--- config.mk ---
export PLATFORM = sky130hd
export DESIGN_NAME = image_crc32_validator_top
export DESIGN_NICKNAME = d
export VERILOG_FILES = /design/src/rtl/crcv_pkg.sv /design/src/rtl/crcv_front.sv /design/src/rtl/crcv_queue.sv /design/src/rtl/crcv_back.sv /design/src/rtl/image_crc32_validator_top.sv
export VERILOG_INCLUDE_DIRS = /design/src /design/src/rtl
export SDC_FILE = /design/constraint.sdc
export NUM_CORES = 1
export LEC_CHECK = 0
export ABC_CLOCK_PERIOD_IN_PS = 6800
export BUFFER_PORTS_ARGS = -buffer_cell sky130_fd_sc_hd__buf_2
export CAP_MARGIN = 20
export CORE_AREA = 8 8 253 255
export DETAILED_ROUTE_END_ITERATION = 8
export DIE_AREA = 0 0 261 263
export PLACE_DENSITY_LB_ADDON = 0.25
export SLEW_MARGIN = 10
export SYNTH_ARGS = -nofsm -noshare
export SYNTH_HDL_FRONTEND = slang
export SYNTH_SLANG_ARGS = --single-unit
export TNS_END_PERCENT = 20
--- constraint.sdc ---
create_clock -name clk -period 6.8 [get_ports clk]
set_clock_uncertainty 0.05 [all_clocks]
set_input_delay 1.36 -clock clk [delete_from_list [all_inputs] [get_ports clk]]
set_output_delay 1.36 -clock clk [all_outputs]
set_load 0.02 [all_outputs]
--- src/rtl/image_crc32_validator_top_assert.svh ---
// assertion macros shared by the validator modules
// each checks on the rising edge of clk and is off while arst_n is low
`ifndef IMAGE_CRC32_VALIDATOR_TOP_ASSERT_SVH
`define IMAGE_CRC32_VALIDATOR_TOP_ASSERT_SVH

`ifndef SYNTHESIS

// property holds in the same cycle
`define CRCV_ASSERT(lbl, prop, msg) \
	lbl: assert property (@(posedge clk) disable iff (!arst_n) (prop)) else $error(msg);

// condition implies a property in the next cycle
`define CRCV_ASSERT_NEXT(lbl, pre, post, msg) \
	lbl: assert property (@(posedge clk) disable iff (!arst_n) (pre) |=> (post)) \
		else $error(msg);

`else

`define CRCV_ASSERT(lbl, prop, msg)
`define CRCV_ASSERT_NEXT(lbl, pre, post, msg)

`endif

`endif

--- src/rtl/crcv_pkg.sv ---
package crcv_pkg;

	// configuration register indexes
	localparam int CFG_IDX_W = 2;
	localparam logic [CFG_IDX_W-1:0] REG_MAGIC = 2'd0;
	localparam logic [CFG_IDX_W-1:0] REG_MAX_SIZE = 2'd1;
	localparam logic [CFG_IDX_W-1:0] REG_MIN_SIZE = 2'd2;

	// input item kinds
	localparam logic OP_HEADER = 1'b0;
	localparam logic OP_DATA = 1'b1;

	// crc constants
	localparam logic [31:0] CRC_POLY = 32'hEDB88320;
	localparam logic [31:0] CRC_INIT = 32'hFFFFFFFF;
	localparam logic [31:0] CRC_ZERO = 32'h00000000;

	// default depth of the command queue
	localparam int QUEUE_DEPTH_DEF = 4;

	typedef enum logic [2:0] {
		ST_OK,
		ST_NO_MAGIC,
		ST_BAD_CRC,
		ST_BAD_LEN,
		ST_MISMATCH
	} status_t;

	typedef enum logic [1:0] {
		CMD_ERR,
		CMD_START,
		CMD_WORD,
		CMD_LAST
	} cmd_kind_t;

	// one command from the front to the back
	typedef struct packed {
		cmd_kind_t   kind;
		status_t     status;
		logic [31:0] data;
	} cmd_t;

	// command with its valid flag
	typedef struct packed {
		logic valid;
		cmd_t cmd;
	} cmd_xfer_t;

	typedef logic [31:0][31:0] crc_mat_t;

	// contribution of each input bit after 32 reflected bit steps
	function automatic crc_mat_t crc_columns();
		crc_mat_t m;
		logic [31:0] c;
		for (int i = 0; i < 32; i++) begin
			c = 32'h1 << i;
			for (int j = 0; j < 32; j++) begin
				c = (c >> 1) ^ (CRC_POLY & {32{c[0]}});
			end
			m[i] = c;
		end
		return m;
	endfunction

	localparam crc_mat_t CRC_MAT = crc_columns();

	// one word update as a flat xor network
	function automatic logic [31:0] crc_word(logic [31:0] crc, logic [31:0] word);
		logic [31:0] x;
		logic [31:0] r;
		x = crc ^ word;
		r = '0;
		for (int i = 0; i < 32; i++) begin
			if (x[i]) begin
				r = r ^ CRC_MAT[i];
			end
		end
		return r;
	endfunction

endpackage

--- src/rtl/crcv_front.sv ---
`include "image_crc32_validator_top_assert.svh"

module crcv_front (
	input  logic                             clk,
	input  logic                             arst_n,
	input  logic                             cfg_we,
	input  logic [crcv_pkg::CFG_IDX_W-1:0]   cfg_index,
	input  logic [31:0]                      cfg_data,
	input  logic                             s_tvalid,
	output logic                             s_tready,
	// header_magic, stored_crc, image_size, data_word
	input  logic [127:0]                     s_tdata,
	// op
	input  logic                             s_tuser,
	input  logic                             q_full,
	output crcv_pkg::cmd_xfer_t              push
);
	import crcv_pkg::*;

	logic [31:0] magic_q;
	logic [31:0] max_size_q;
	logic [31:0] min_size_q;
	logic        armed_q;
	logic [29:0] words_left_q;
	logic        armed_d;
	logic [29:0] words_left_d;

	logic [31:0] hdr_magic;
	logic [31:0] hdr_crc;
	logic [31:0] hdr_size;
	logic [31:0] dat_word;
	logic [31:0] size_m4;
	logic [29:0] start_cnt;
	logic        accept;

	assign hdr_magic = s_tdata[31:0];
	assign hdr_crc   = s_tdata[63:32];
	assign hdr_size  = s_tdata[95:64];
	assign dat_word  = s_tdata[127:96];
	assign size_m4   = hdr_size - 32'd4;
	assign start_cnt = size_m4[31:2];

	assign s_tready = !q_full;
	assign accept   = s_tvalid && s_tready;

	// configuration registers
	always_ff @(posedge clk or negedge arst_n) begin
		if (!arst_n) begin
			magic_q    <= 32'h0;
			max_size_q <= 32'hFFFFFFFF;
			min_size_q <= 32'd4;
		end else if (cfg_we) begin
			unique case (cfg_index)
				REG_MAGIC:    magic_q    <= cfg_data;
				REG_MAX_SIZE: max_size_q <= cfg_data;
				REG_MIN_SIZE: min_size_q <= cfg_data;
				default: ;
			endcase
		end
	end

	// classify the transfer and track the word count
	always_comb begin
		push.valid      = 1'b0;
		push.cmd.kind   = CMD_ERR;
		push.cmd.status = ST_OK;
		push.cmd.data   = CRC_ZERO;
		armed_d         = armed_q;
		words_left_d    = words_left_q;
		if (accept) begin
			if (s_tuser == OP_HEADER) begin
				armed_d      = 1'b0;
				words_left_d = '0;
				push.valid   = 1'b1;
				if (hdr_magic != magic_q) begin
					push.cmd.status = ST_NO_MAGIC;
				end else if (hdr_crc == CRC_INIT || hdr_crc == CRC_ZERO) begin
					push.cmd.status = ST_BAD_CRC;
				end else if (hdr_size >= max_size_q || hdr_size < min_size_q) begin
					push.cmd.status = ST_BAD_LEN;
				end else if (start_cnt == '0) begin
					// empty image: inverted init crc is zero, never a valid stored crc
					push.cmd.status = ST_MISMATCH;
				end else begin
					push.cmd.kind = CMD_START;
					push.cmd.data = hdr_crc;
					armed_d       = 1'b1;
					words_left_d  = start_cnt;
				end
			end else if (armed_q) begin
				push.valid    = 1'b1;
				push.cmd.data = dat_word;
				if (words_left_q == 30'd1) begin
					push.cmd.kind = CMD_LAST;
					armed_d       = 1'b0;
					words_left_d  = '0;
				end else begin
					push.cmd.kind = CMD_WORD;
					words_left_d  = words_left_q - 30'd1;
				end
			end
		end
	end

	// validation state
	always_ff @(posedge clk or negedge arst_n) begin
		if (!arst_n) begin
			armed_q      <= 1'b0;
			words_left_q <= '0;
		end else begin
			armed_q      <= armed_d;
			words_left_q <= words_left_d;
		end
	end

	`CRCV_ASSERT(a_armed_count, (!armed_q || words_left_q != '0), "armed with no words left")

endmodule

--- src/rtl/crcv_queue.sv ---
`include "image_crc32_validator_top_assert.svh"

module crcv_queue #(
	parameter int DEPTH = crcv_pkg::QUEUE_DEPTH_DEF
) (
	input  logic                clk,
	input  logic                arst_n,
	input  crcv_pkg::cmd_xfer_t push,
	input  logic                pop,
	output logic                full,
	output crcv_pkg::cmd_xfer_t head
);
	import crcv_pkg::*;

	localparam int PTR_W = $clog2(DEPTH);
	localparam int CNT_W = $clog2(DEPTH + 1);
	localparam logic [PTR_W-1:0] PTR_LAST = PTR_W'(DEPTH - 1);
	localparam logic [CNT_W-1:0] CNT_FULL = CNT_W'(DEPTH);

	cmd_t             entry_q [DEPTH];
	logic [PTR_W-1:0] wr_ptr_q;
	logic [PTR_W-1:0] rd_ptr_q;
	logic [CNT_W-1:0] count_q;

	assign full       = (count_q == CNT_FULL);
	assign head.valid = (count_q != '0);
	assign head.cmd   = entry_q[rd_ptr_q];

	// entry storage
	always_ff @(posedge clk) begin
		if (push.valid) begin
			entry_q[wr_ptr_q] <= push.cmd;
		end
	end

	// pointers and fill count
	always_ff @(posedge clk or negedge arst_n) begin
		if (!arst_n) begin
			wr_ptr_q <= '0;
			rd_ptr_q <= '0;
			count_q  <= '0;
		end else begin
			if (push.valid) begin
				wr_ptr_q <= (wr_ptr_q == PTR_LAST) ? '0 : wr_ptr_q + 1'b1;
			end
			if (pop) begin
				rd_ptr_q <= (rd_ptr_q == PTR_LAST) ? '0 : rd_ptr_q + 1'b1;
			end
			if (push.valid && !pop) begin
				count_q <= count_q + 1'b1;
			end else if (pop && !push.valid) begin
				count_q <= count_q - 1'b1;
			end
		end
	end

	`CRCV_ASSERT(a_no_push_full, (!push.valid || !full), "push into full queue")
	`CRCV_ASSERT(a_no_pop_empty, (!pop || head.valid), "pop from empty queue")
	`CRCV_ASSERT_NEXT(a_count_up, (push.valid && !pop), (count_q == $past(count_q) + 1'b1), "count did not rise")

endmodule

--- src/rtl/crcv_back.sv ---
`include "image_crc32_validator_top_assert.svh"

module crcv_back (
	input  logic                clk,
	input  logic                arst_n,
	input  crcv_pkg::cmd_xfer_t head,
	output logic                pop,
	output logic                m_tvalid,
	input  logic                m_tready,
	// status [2:0], computed_crc [34:3], zero fill [39:35]
	output logic [39:0]         m_tdata
);
	import crcv_pkg::*;

	logic [31:0] crc_q;
	logic [31:0] exp_q;
	logic        out_valid_q;
	status_t     out_status_q;
	logic [31:0] out_crc_q;

	logic [31:0] crc_next;
	logic [31:0] crc_final;
	logic        emits;

	assign crc_next  = crc_word(crc_q, head.cmd.data);
	assign crc_final = ~crc_next;
	assign emits     = (head.cmd.kind == CMD_ERR) || (head.cmd.kind == CMD_LAST);
	assign pop       = head.valid && (!emits || !out_valid_q || m_tready);

	assign m_tvalid = out_valid_q;
	assign m_tdata  = {5'b0, out_crc_q, out_status_q};

	// running crc and expected value
	always_ff @(posedge clk or negedge arst_n) begin
		if (!arst_n) begin
			crc_q <= CRC_INIT;
			exp_q <= CRC_ZERO;
		end else if (pop) begin
			unique case (head.cmd.kind)
				CMD_START: begin
					crc_q <= CRC_INIT;
					exp_q <= head.cmd.data;
				end
				CMD_WORD:  crc_q <= crc_next;
				CMD_LAST:  crc_q <= crc_next;
				CMD_ERR:   ;
				default:   ;
			endcase
		end
	end

	// output register
	always_ff @(posedge clk or negedge arst_n) begin
		if (!arst_n) begin
			out_valid_q <= 1'b0;
		end else if (pop && emits) begin
			out_valid_q <= 1'b1;
		end else if (m_tready) begin
			out_valid_q <= 1'b0;
		end
	end

	// result payload
	always_ff @(posedge clk) begin
		if (pop && emits) begin
			if (head.cmd.kind == CMD_LAST) begin
				out_crc_q    <= crc_final;
				out_status_q <= (crc_final == exp_q) ? ST_OK : ST_MISMATCH;
			end else begin
				out_crc_q    <= head.cmd.data;
				out_status_q <= head.cmd.status;
			end
		end
	end

	`CRCV_ASSERT_NEXT(a_result_shown, (pop && emits), m_tvalid, "result not registered")
	`CRCV_ASSERT(a_stall_reason, (!head.valid || pop || (m_tvalid && !m_tready)), "queue stalled for no reason")

endmodule

--- src/rtl/image_crc32_validator_top.sv ---
// a result is stored in a command queue entry and then in the output register before tvalid rises
// throughput: one item per cycle unless the queue is full or the output stalls, set by the
// combinational 32-bit xor network of the crc unit
// a command queue of QUEUE_DEPTH entries decouples input transfers from output stalls
// reset: arst_n clears all control state and loads register defaults at once
// no clearing pass is needed after reset
module image_crc32_validator_top #(
	parameter int QUEUE_DEPTH = crcv_pkg::QUEUE_DEPTH_DEF
) (
	input  logic                           clk,
	input  logic                           arst_n,
	input  logic                           cfg_we,
	input  logic [crcv_pkg::CFG_IDX_W-1:0] cfg_index,
	input  logic [31:0]                    cfg_data,
	input  logic                           s_tvalid,
	output logic                           s_tready,
	// header_magic [31:0], stored_crc [63:32], image_size [95:64], data_word [127:96]
	input  logic [127:0]                   s_tdata,
	// op
	input  logic                           s_tuser,
	output logic                           m_tvalid,
	input  logic                           m_tready,
	// status [2:0], computed_crc [34:3], zero fill [39:35]
	output logic [39:0]                    m_tdata
);
	import crcv_pkg::*;

	cmd_xfer_t push;
	cmd_xfer_t head;
	logic      q_full;
	logic      pop;

	// header checks and word counting
	crcv_front u_front (
		.clk       (clk),
		.arst_n    (arst_n),
		.cfg_we    (cfg_we),
		.cfg_index (cfg_index),
		.cfg_data  (cfg_data),
		.s_tvalid  (s_tvalid),
		.s_tready  (s_tready),
		.s_tdata   (s_tdata),
		.s_tuser   (s_tuser),
		.q_full    (q_full),
		.push      (push)
	);

	// command queue
	crcv_queue #(
		.DEPTH (QUEUE_DEPTH)
	) u_queue (
		.clk    (clk),
		.arst_n (arst_n),
		.push   (push),
		.pop    (pop),
		.full   (q_full),
		.head   (head)
	);

	// crc update and result output
	crcv_back u_back (
		.clk      (clk),
		.arst_n   (arst_n),
		.head     (head),
		.pop      (pop),
		.m_tvalid (m_tvalid),
		.m_tready (m_tready),
		.m_tdata  (m_tdata)
	);

endmodule
==> results of run 1 <==
[flip-flops by register name (all words and copies together), names as in the netlist]
name                  count
u_back.crc_q             32
u_back.exp_q             32
u_back.m_tvalid           1
u_back.out_crc_q         32
u_back.out_status_q       3
u_front.armed_q           1
u_front.magic_q          32
u_front.max_size_q       32
u_front.min_size_q       32
u_front.words_left_q     30
u_queue.count_q           3
u_queue.entry_q         148
u_queue.rd_ptr_q          2
u_queue.wr_ptr_q          2
[how the worst max path moves through the flow]
stage | startpoint | end | slack, ns | depth (start not counted)
2_1_floorplan | s_tdata[80] | u_queue.entry_q[0][35] | 2.22 | 11
3_3_place_gp | s_tdata[80] | u_queue.entry_q[2][27] | 1.16 | 12
3_5_place_dp | s_tdata[80] | u_queue.entry_q[1][27] | 1.07 | 12
4_1_cts | u_queue.rd_ptr_q[0] | u_back.out_status_q[2] | 1.42 | 12
5_1_grt | u_queue.rd_ptr_q[0] | u_back.out_status_q[2] | 1.15 | 12
6_report | u_queue.rd_ptr_q[1] | u_back.out_status_q[2] | 1.39 | 12
[layer usage]
layer | routed length (um) | track usage | vias up
met2 | 31300 | 0.312 | 423
met5 | 36 | 0 | -
met3 | 3610 | 0.0373 | 92
li1 | - | - | 7425
met4 | 1430 | 0.0512 | 6
met1 | 28700 | 0.242 | 7806
[layout make-up]
cell class              count  share of cell area
multi-input cells        1394               0.429
flip-flops and latches    382               0.407
repair buffers            233              0.0516
clock buffers              68              0.0506
well taps                 782              0.0377
inverters                 114              0.0165
clock inverters            16             0.00645
diodes                     12             0.00116
[cells in the final DEF (no fill, tap or decap), drive strengths merged, types with 34 or more instances in the layout]
master | synthesis | final
a21o | 38 | 38
a21oi | 89 | 89
buf | 22 | 232
clkbuf | 54 | 69
dfrtp | 134 | 134
dfstp | 65 | 65
edfxtp | 183 | 183
ha | 77 | 77
inv | 114 | 117
mux2 | 133 | 133
mux4 | 37 | 37
nand2 | 138 | 138
nand4 | 41 | 41
nor2 | 98 | 98
nor3 | 34 | 34
o21ai | 156 | 156
xnor2 | 267 | 267
xor2 | 82 | 82
[logic make-up (layout without fill, tap and decap cells)]
logic type,Yosys count,in the layout
mux,200,200
flops,382,382
simple gates,426,426
compound gates,336,336
xor+xnor,349,349
fa+ha+maj,78,78
buf+inv,190,431
other cells,1,17
[worst register-to-register path, stage by stage, from the launching register on]
cell      delay, ns
dfrtp_4        0.70
buf_12         0.35
mux4_2         0.40
xnor2_1        0.86
xor2_1         0.18
xnor2_1        0.44
xor2_1         0.15
xnor2_1        0.27
xor2_1         0.18
a2111o_1       0.42
or4_1          0.51
or3_1          0.32
o32a_1         0.34
[stage by stage]
step                      cell area, sq um  cells  utilization
after floorplan                      22500   1966            -
after global placement               24300   2896        0.406
after detailed placement             24400   2900        0.407
after CTS                            25900   2984        0.432
after global routing                 26000   2993        0.433
final                                26000   3001        0.434
==> out/qor.yml, run 1 <==
drt_iter0_drc: 1154
maxCapViolCount: 0
hold_path_depth: 1
cts_htree_levels: 2
synthAdderAreaFrac: 0.0437
place_hpwl_um: 49700
portBuffers: 204
regArea_sq_um: 10600
yosysTopAreaCell: "edfxtp_1"
ys_top_cells_by_count: "237 x xnor2_1, 183 x edfxtp_1, 155 x o21ai_0, 138 x nand2_1, 134 x dfrtp_1"
grt_pass1_vias: 16100
grt_pass1_wl_um: 98500
antenna_found_initial: 15
endpoint_kind: "flip-flop"
worstMarginPinSlew_ns: 1.08
start_kind: "flip-flop"
synthToLayoutAreaGrowth_pct: 15.6
wire_per_inst_um: 21.7
finalNetCount: 2416
finalCritPeriodShare: 0.796
max_freq_mhz: 185
synth_compound_area_frac: 0.0867
cp_slowest_cell: "xnor2_1"
floorplan.initialDensity: 0.375
worst-setup-path-type: "flip-flop to flip-flop"
synth_edf_count: 183
cts_setup_buffers: 0
synthArstFlopShare: 0.521
drt-pass1-iter-count: 5
status: "finished, final reports clean"
r2r_start: "u_queue.rd_ptr_q[1]"
fp.dieW_um: 261
muxShareOfSynthArea: 0.118
finalSetupTns_ns: 0
yosysMostFrequentCell: "xnor2_1"
synth_top_area_frac: 0.244
fillers: 5650
yosysWarnings: 0
cts-root-buf: "clkbuf_16"
min_to: "u_queue.count_q[2]"
totalWireLength_um: 65100
cts-buffers-inserted: 45
hold_path_startpoint: "u_queue.count_q[2]"
die_h_um: 263
hold_violations: 0
io_pins: 210
holdWs_ns: 0.448
yosys-top-cells-area: "edfxtp_1 24%, dfrtp_1 15%, xnor2_1 9.2%"
crit_family: "XOR/XNOR gates"
drive_gt1_frac: 0.263
hp-class: "flip-flop to flip-flop"
cts_resized: 0
worst_ep_arrival_time_ns: 5.68
syn_avg_cell_area_sq_um: 11.5
grt_usage: 0.186
post-place-ws_ns: 1.07
slew_violations: 0
cts.sinks: 382
cp_cell_sequence: "buf_12, mux4_2, xnor2_1, xor2_1, xnor2_1, xor2_1, xnor2_1, xor2_1, a2111o_1, or4_1, or3_1, o32a_1"
rows: 90
critPathBufInv: 1
synth_ff_type: "edfxtp_1"
ys_seq_area_frac: 0.470
postCtsHoldBufs: 0
dieArea_sq_um: 68600
relSlewSlack: 0.274
clkTransAtPathRegs_ns: 0.06
synth_top_family_by_area: "XOR/XNOR gates"
multiInputGateArea_sq_um: 11200
grt_max_degree: 113
ys_ff_latch: 382
cp_max_fo: 55
ys_types: 71
syn-cell-area_sq_um: 22500
route.detailed.drc: 0
critical_path_required_ns: 7.07
reg2reg_depth: 12
cts_buffer_depth: 3
grt_overflow: 0
rsz0062_at_grt: "no"
num_vias: 15800
clock_latency_ns: 0.57
core_area_sq_um: 59900
cts_tree: "yes"
worstReg2RegEnd: "u_back.out_status_q[2]"
place.gp.congestion: 0.994
setup_viol: 0
synth_simple_gate_area_frac: 0.0917
netlist_instances: 1962
postRouteAntennaNets: 0
max_stage_delay_ns: 0.85
synth_xor_area_frac: 0.154
layout_setup_ws_ns: 1.39
detail_route.vias_per_cell: 5.25
min_period_ns: 5.41
r2r_slack_ns: 1.39
Power of run 1 is not shown: default switching activity piles up to over one toggle a cycle in this logic, so the estimate is an artifact.
==> inputs of run 2 (changes only) <==
Settings changed: ABC_CLOCK_PERIOD_IN_PS 6800 to 5430.
Clock period 6.8 ns to 5.43 ns, I/O delays scaled along.
==> out/qor.yml, run 2 (synthesis gave the netlist of run 1 again) <==
postRouteAntennaNets: 0
hold_path_depth: 1
rsz0062_at_grt: "no"
worst_ep_arrival_time_ns: 5.46
dieArea_sq_um: 68600
max_stage_delay_ns: 0.62
final_cells: 3046
endpoint_kind: "flip-flop"
reg2reg_depth: 12
final_cell_mix: "237 x xnor2_1, 203 x buf_2, 183 x edfxtp_1, 155 x o21ai_0, 138 x nand2_1"
clock_latency_ns: 0.59
r2r_start: "u_queue.rd_ptr_q[0]"
place.gp.congestion: 0.932
drive_gt1_frac: 0.279
rows: 90
synthToLayoutAreaGrowth_pct: 16.8
cpMostUsedCell: "xnor2_2"
cts_tree: "yes"
postCtsHoldBufs: 0
critical_path_required_ns: 5.71
io_pins: 210
cts-buffers-inserted: 44
min_period_ns: 5.18
floorplan.initialDensity: 0.375
maxCapViolCount: 0
core_area_sq_um: 59900
worst-setup-path-type: "flip-flop to flip-flop"
fillers: 5678
crit_family: "XOR/XNOR gates"
die_h_um: 263
slew_violations: 0
layout_commonest_cell: "xnor2_1"
grt_usage: 0.188
worstReg2RegEnd: "u_back.out_status_q[2]"
grt_overflow: 0
hold_path_startpoint: "u_front.min_size_q[5]"
drt-pass1-iter-count: 5
grt_pass1_wl_um: 98900
cp_cell_sequence: "buf_12, mux4_2, xnor2_2, xor2_2, xnor2_2, xor2_1, xnor2_1, mux2i_1, nand4_1, or4_1, or3_1, o32a_1"
wire_per_inst_um: 21.6
start_kind: "flip-flop"
relSlewSlack: 0.352
finalCritPeriodShare: 0.954
cts_resized: 0
critPathBufInv: 1
cts_buffer_depth: 3
hp-class: "flip-flop to flip-flop"
hold_violations: 0
detail_route.vias_per_cell: 5.22
grt_pass1_vias: 16400
cts_htree_levels: 2
cp_slowest_cell: "dfrtp_4"
holdWs_ns: 0.453
max_freq_mhz: 193
route.detailed.drc: 0
setup_viol: 0
largest_reg_flops: 148
cts-root-buf: "clkbuf_16"
num_vias: 15900
drt_iter0_drc: 894
largest-register: "u_queue.entry_q"
portBuffers: 204
status: "finished, final reports clean"
cts.sinks: 382
totalWireLength_um: 65700
worstMarginPinSlew_ns: 0.963
fin_util: 0.438
fp.dieW_um: 261
clkTransAtPathRegs_ns: 0.06
r2r_slack_ns: 0.25
min_to: "u_front.min_size_q[5]"
cts_setup_buffers: 0
place_hpwl_um: 51200
placed_cells: 2954
finalNetCount: 2464
antenna_found_initial: 19
grt_max_degree: 91
cp_max_fo: 29
finalSetupTns_ns: 0
run 2: changes by cell type in the layout (fill, tap and decap cells not counted), moves of 3 or more:
| cell | previous run | this run |
|---|---|---|
| clkinvlp_4 | 0 | 5 |
| clkbuf_16 | 47 | 44 |
| buf_4 | 18 | 70 |
| clkinv_8 | 0 | 3 |
| clkbuf_8 | 7 | 2 |
| clkinv_2 | 7 | 10 |
| inv_6 | 3 | 0 |
| clkbuf_1 | 15 | 7 |
| clkinv_1 | 2 | 7 |
run 2: how the worst max path moves through the flow:
stage / start / endpoint / depth (start not counted)
detailed placement: s_tdata[80] / u_queue.entry_q[0][9] / 12
floorplan: u_queue.rd_ptr_q[0] / u_back.out_status_q[2] / 13
global route: u_queue.rd_ptr_q[0] / u_back.out_status_q[2] / 12
finish: u_queue.rd_ptr_q[0] / u_back.out_status_q[2] / 12
global placement: u_queue.rd_ptr_q[0] / u_back.out_status_q[2] / 12
CTS: u_queue.rd_ptr_q[0] / u_back.out_status_q[2] / 12
run 2: final cells by class:
type	count	area, sq um	share of cell area
Antenna cell	11	27.5	0.00105
Clock buffer	52	1140	0.0435
Inverter	114	428	0.0163
Multi-Input combinational cell	1394	11200	0.425
Sequential cell	382	10600	0.402
Timing Repair Buffer	282	1710	0.0650
Clock inverter	29	259	0.00986
Tap cell	782	978	0.0373
run 2: worst reg2reg max path: cells and delay by family, from the launching register on:
| family | cells | cell delay, ns |
|---|---|---|
| flops | 1 | 0.62 |
| xor+xnor | 5 | 1.82 |
| buf+inv | 1 | 0.25 |
| simple gates | 3 | 1.00 |
| mux | 2 | 0.86 |
| compound gates | 1 | 0.34 |
run 2: per-layer routing:
layer | routed length [um] | vias to the layer above | track usage
met2 | 31500 | 427 | 0.311
met5 | 62 | - | 0
li1 | - | 7505 | -
met1 | 28200 | 7832 | 0.240
met4 | 1970 | 10 | 0.0612
met3 | 4000 | 113 | 0.0449
run 2: metrics by stage:
step                setup WS, ns  instance area [sq um]
floorplan                   1.00                  22500
global placement           0.210                  24800
finish                     0.248                  26300
detailed placement         0.197                  24800
CTS                        0.261                  26200
global route              0.0870                  26200
Power of run 2 is left out for the same reason.
